**config.mk**
```make
export PLATFORM = sky130hd
export DESIGN_NAME = rats_ctrl
export DESIGN_NICKNAME = d
export VERILOG_FILES = /design/src/design/rats_pkg.sv /design/src/design/rats_ctrl.sv
export SDC_FILE = /design/constraint.sdc
export NUM_CORES = 1
export LEC_CHECK = 0
export BUFFER_PORTS_ARGS = -buffer_cell sky130_fd_sc_hd__buf_2
export CAP_MARGIN = 30
export CORE_AREA = 3 3 40 42
export CTS_CLUSTER_SIZE = 24
export DETAILED_ROUTE_END_ITERATION = 6
export DIE_AREA = 0 0 43 45
export PLACE_DENSITY = 0.47
export SETUP_SLACK_MARGIN = 0.3
export SLEW_MARGIN = 15
export SYNTH_ARGS = -nofsm -noshare
export SYNTH_HDL_FRONTEND = slang
export SYNTH_SLANG_ARGS = --single-unit
```
**constraint.sdc**
```tcl
create_clock -name clk -period 1.65 [get_ports clk]
set_input_delay 0.0825 -clock clk [delete_from_list [all_inputs] [get_ports clk]]
set_output_delay 0.0825 -clock clk [all_outputs]
set_load 0.01 [all_outputs]
```
**src/design/rats_pkg.sv**
```systemverilog
// Shared types for the range-assign total-sum block.
// Holds the controller state encoding and the command and status words.
// No dependencies.
package rats_pkg;

	typedef enum logic [2:0] {
		ST_IDLE,
		ST_VISIT,
		ST_TAG,
		ST_PUSH2,
		ST_DESC,
		ST_RET,
		ST_CMB1,
		ST_CMB2
	} rats_state_t;

	typedef struct packed {
		logic accept;
		logic wr_cover;
		logic rd_tag;
		logic push_lc;
		logic push_rc;
		logic desc;
		logic finish;
		logic ret_right;
		logic ret_pop;
		logic cmb_cap;
		logic cmb_wr;
	} rats_cmd_t;

	typedef struct packed {
		logic walk;
		logic covered;
		logic tag_nz;
		logic sp_zero;
		logic ret_right;
		logic slot_free;
	} rats_stat_t;

endpackage

```
**src/design/rats_ctrl.sv**
```systemverilog
// Controller state machine of the range-assign total-sum block.
// Sequences the tree walk through commands to the datapath; uses rats_pkg.
module rats_ctrl (
	input  logic                 clk,
	input  logic                 arst_n,
	input  logic                 in_valid,
	output logic                 in_ready,
	input  rats_pkg::rats_stat_t stat,
	output rats_pkg::rats_cmd_t  cmd
);
	import rats_pkg::*;

	rats_state_t state_q, state_d;

	always_ff @(posedge clk or negedge arst_n) begin
		if (!arst_n) begin
			state_q <= ST_IDLE;
		end else begin
			state_q <= state_d;
		end
	end

	always_comb begin
		state_d = state_q;
		unique case (state_q)
			ST_IDLE: begin
				if (in_valid && stat.slot_free && stat.walk) state_d = ST_VISIT;
			end
			ST_VISIT: state_d = stat.covered ? ST_RET : ST_TAG;
			ST_TAG:   state_d = stat.tag_nz ? ST_PUSH2 : ST_DESC;
			ST_PUSH2: state_d = ST_DESC;
			ST_DESC:  state_d = ST_VISIT;
			ST_RET: begin
				if (stat.sp_zero) begin
					if (stat.slot_free) state_d = ST_IDLE;
				end else if (stat.ret_right) begin
					state_d = ST_VISIT;
				end else begin
					state_d = ST_CMB1;
				end
			end
			ST_CMB1: state_d = ST_CMB2;
			ST_CMB2: state_d = ST_RET;
			default: state_d = ST_IDLE;
		endcase
	end

	always_comb begin
		cmd = '0;
		in_ready = 1'b0;
		unique case (state_q)
			ST_IDLE: begin
				in_ready = stat.slot_free;
				cmd.accept = in_valid && stat.slot_free;
			end
			ST_VISIT: begin
				cmd.wr_cover = stat.covered;
				cmd.rd_tag = !stat.covered;
			end
			ST_TAG:   cmd.push_lc = stat.tag_nz;
			ST_PUSH2: cmd.push_rc = 1'b1;
			ST_DESC:  cmd.desc = 1'b1;
			ST_RET: begin
				if (stat.sp_zero) begin
					cmd.finish = stat.slot_free;
				end else if (stat.ret_right) begin
					cmd.ret_right = 1'b1;
				end else begin
					cmd.ret_pop = 1'b1;
				end
			end
			ST_CMB1: cmd.cmb_cap = 1'b1;
			ST_CMB2: cmd.cmb_wr = 1'b1;
			default: cmd = '0;
		endcase
	end

endmodule

```
### After elaboration in Yosys (flattened, before gate mapping)

Cells that the tools add are included.

* flip-flop bits (word level): 3
* bits in latches: 0
* RAM bits: 0
* memories kept: 0
* output and inout port bits: 12
* ROM bits: 0

* $add $sub $neg: 0
* mux-type cells: 20
* multipliers: 0
* bitwise operators: 0
* magnitude comparators: 0
* eq/ne operators: 9
* divide/modulo/power cells: 0
* shifts and indexed selects: 0
* reductions and logical operators: 5

Operator list (number)
* $pmux W3 S8: 1
* $mux W3: 7
* $eq A3 B3 Y1 const B: 4
* $mux W1: 10
* $eq A3 B2 Y1 const B: 2
* $mux W2: 2
* $eq A3 B1 Y1 const B: 1
* $logic_not A3 Y1: 1
* $ne A3 B3 Y1 const B: 1
* $logic_and A1 B1 Y1: 2
* $ne A2 B2 Y1 const B: 1
* $reduce_and A2 Y1: 1
* $logic_not A1 Y1: 1

### Logic depth before layout (Yosys ltp)

* word-level depth: 4
* gate-level depth with buffers: 4
* depth with buffers taken out: 3

### Worst setup path after synthesis

Ideal clock, no wire load.

* path kind: flip-flop to flip-flop
* start point: register state_q[2]
* end point: register state_q[1]
* slack: 0.372 ns
* arrival: 1.140 ns
* cell stages (with the launch flop): 5
* buffers on the path: 1
* data required time: 1.511 ns
* path through: dfrtp_1 buf_4 nand2_1 nor2_1 or4_1

* cells in the longest elaborated chain, start to end: 3
* elaborated cells between the ends (all ways): 12

RTL lines
* start: declaration: line rats_ctrl.sv:13 `rats_state_t state_q, state_d;`
* start signal: assignment: line rats_ctrl.sv:19 `state_q <= state_d;`
* $eq A3 B3 Y1 / $logic_not A3 Y1 (equally long branches): line rats_ctrl.sv:25 `unique case (state_q)`
* $ne A3 B3 Y1 (no source line) / $ne A2 B2 Y1 (equally long branches)
* $reduce_and A2 Y1 (no source line)

Several ways; a longest one is shown, not always the timed one.
A chain may end at the register's enable or synchronous reset.

==> impl_results.md <==
* RSZ-0062 raised after global routing: yes
* Placeable core area at 1280 um2
* WP data arrival at around 1.3 ns
* Starting Density at 21.1%
* Final setup viols at 0
* Peak VDD IR at approximately 0.00064 V
* Final wirelength at 926 um
* GRT overflow at 0
* Clk_skew at between 0.004 and 0.005 ns
* P per Cell Area at roughly 1500 nW/um2
* Avg Cell Area, Syn at 7.99 um2
* Die area at 1940 um2
* CP Launch Type: flop
* Max clock buf depth at 2
* Biggest registers after layout: state_q x3
* Worst setup EP type: output pin
* Dpl cell area at 378 um2
* Total Neg Setup Slack at 0 ns
* Die Ht at 45 um
* Storage cell area at 78.8 um2
* Worst endpoint required time at 1.57 ns
* Share of layout cells above drive strength 1 at between 60 and 70%
* Io pins at 21
* Via count at 357
* Fmax at 0.733 GHz
* Library cells used by synthesis at 23
* Final hold slack at roughly 0.13 ns
* Area of the multi-input gates at 194 um2
* Fillcell total at 137
* IO Port Bufs at 20
* Max-cap check violation count at 0
* Hold Fails Final Rpt at 0
* DR iter-0 viols at 4
* Final RePlAce weighted congestion at 0.757
* DR pass1 iterations at 3
* Seq cells post-synth at 3
* CTS buffer count at 3
* Layout Cell Area excl Fill at about 460 um2
* First-pass GRT wire length at 1.52 mm
* Skew-Pair Late Insertion Delay at 0.23 ns
* Largest net degree at the start of global routing at 12
* CTS tree: built
* CTS sink count at 3
* Ant. Diodes at 0
* Max reg flops at 3
* Fin util at a little over a third
* Critical path type: flop to output pin
* Tcrit/Tclk final at 82.7%
* Post-route DRC at 0
* Post-layout min period at 1.36 ns
* P_leak at 0.246 nW
* Vias per cell at 4.70
* Root buf cell: clkbuf_4
* HP Class: primary input to flop
* DR WL/cell at 12.2 um
* GRT Total Usage at 11.1%
* Layout area overhead at 71.0%
* Initial antenna violation count at 0
* Row cnt at 13
* Outcome: finished, final reports clean
* CTS clk-pin slew, worst paths at 0.04 ns
* Die X at 43 um
* Cells after synthesis at 34
* Sequential area share after synthesis at 27.6%
* Post-Syn Area at 272 um2
* Fin. max-slew vios at 0
* Number of global-route vias before repair at approximately 340
* Worst rel slew slack at 84.6%
* Worst slew pin tran at 0.229 ns
* Synthesized net count at 43
* YS warnings at 0
* Post-DRT Antenna Nets at 0
* CTS H-tree depth at 1
* Final nets at 71
* Top reg by flops: state_q
* Max FO, Critical Path at 6
-- layout make-up --
| class | count | area share, % |
|---|---|---|
| multi-input cells | 26 | 41.8 |
| repair buffers | 25 | 29.1 |
| flip-flops and latches | 3 | 17.0 |
| clock buffers | 4 | 5.66 |
| well taps | 15 | 4.04 |
| inverters | 3 | 2.43 |
-- kinds of logic (layout without fill, tap and decap cells) --
group                  count (synthesis)  after routing  synth area share [%]
flip-flops                             3              3                  27.6
AND/OR/NAND/NOR                       22             22                  52.1
AO/OA/AOI/OAI                          4              4                  11.5
buffers and inverters                  5             32                  8.75
-- path summary, 6_finish.rpt --
| path | start | to | slack [ns] | cells past startpoint |
|---|---|---|---|---|
| max in group asynchronous | arst_n | state_q[2] | 1.36 | 2 |
| worst max-delay path | state_q[1] | cmd[8] | 0.29 | 3 |
| min in group asynchronous | arst_n | state_q[1] | 0.17 | 2 |
| worst min register to register | state_q[1] | state_q[0] | 0.71 | 2 |
| worst min-delay path | stat[5] | state_q[0] | 0.13 | 3 |
| worst max register to register | state_q[1] | state_q[1] | 0.30 | 3 |
-- cells in the final DEF (no fill, tap or decap) --
master	count
buf_4	2
and3_1	1
a32oi_1	1
and4_4	1
inv_1	2
clkbuf_4	3
nor3_2	2
dlygate4sd3_1	1
nor3b_1	1
nor2_1	3
nor3_1	2
inv_2	1
or4_1	1
and2_1	1
and3b_1	1
buf_2	22
and4b_2	1
o21ai_0	1
nand3_1	2
nand2_1	2
a211o_2	1
nor4_2	1
clkbuf_1	1
dfrtp_2	3
nand3b_1	2
and4bb_2	1
a211oi_2	1
-- routing by layer --
layer	track usage (%)	wire length, um	vias up	share of wire (%)
li1	-	-	180	-
met2	15.9	371	22	40
met4	5.42	0	0	0
met1	13.3	439	155	47
met5	0	0	-	0
met3	6.37	115	0	12
-- critical path: stages (launching register included) --
cell	delay [ns]
dfrtp_2	0.44
buf_4	0.15
nor4_2	0.28
buf_2	0.18
-- what timing repair did --
action | 4_1_cts | 5_1_grt
buffers inserted | 1 | 3
endpoints found under the setup margin | 7 | 9
resized for setup | 5 | 4
hold buffers | 1 | 0
hold endpoints to repair | 3 | 0
pin swaps | 1 | 0
-- synthesized netlist by cell type (all sizes together) --
| cell type | instances | area, um2 |
|---|---|---|
| and3 | 1 | 6.26 |
| and2 | 1 | 6.26 |
| a32oi | 1 | 8.76 |
| nor2 | 3 | 11.3 |
| inv | 3 | 11.3 |
| dfrtp | 3 | 75.1 |
| nand3b | 2 | 15.0 |
| or4 | 1 | 7.51 |
| nor4 | 1 | 6.26 |
| buf | 2 | 12.5 |
| nand2 | 2 | 7.51 |
| and4bb | 1 | 12.5 |
| nor3b | 1 | 7.51 |
| nand3 | 2 | 10.0 |
| and4 | 1 | 11.3 |
| nor3 | 4 | 20.0 |
| a211oi | 1 | 7.51 |
| and4b | 1 | 11.3 |
| a211o | 1 | 10.0 |
| o21ai | 1 | 5.00 |
| and3b | 1 | 8.76 |
-- power breakdown --
part / internal, mW / switching, mW / leakage [nW] / total [mW]
clock network: 0.0906 / 0.0387 / 0.0150 / 0.129
registers: 0.116 / 0.0629 / 0.0337 / 0.178
logic: 0.186 / 0.208 / 0.198 / 0.394
total: 0.392 / 0.310 / 0.246 / 0.702
-- metrics by stage --
stage          worst slack (ns)  power, mW  std cells
2_1_floorplan             0.372      0.387         34
3_3_place_gp              0.273      0.482         67
3_5_place_dp              0.242      0.485         67
4_1_cts                   0.266      0.648         73
6_report                  0.285      0.702         76
5_1_grt                   0.198      0.781         76
No activity file was read; power rests on OpenSTA's default activity.
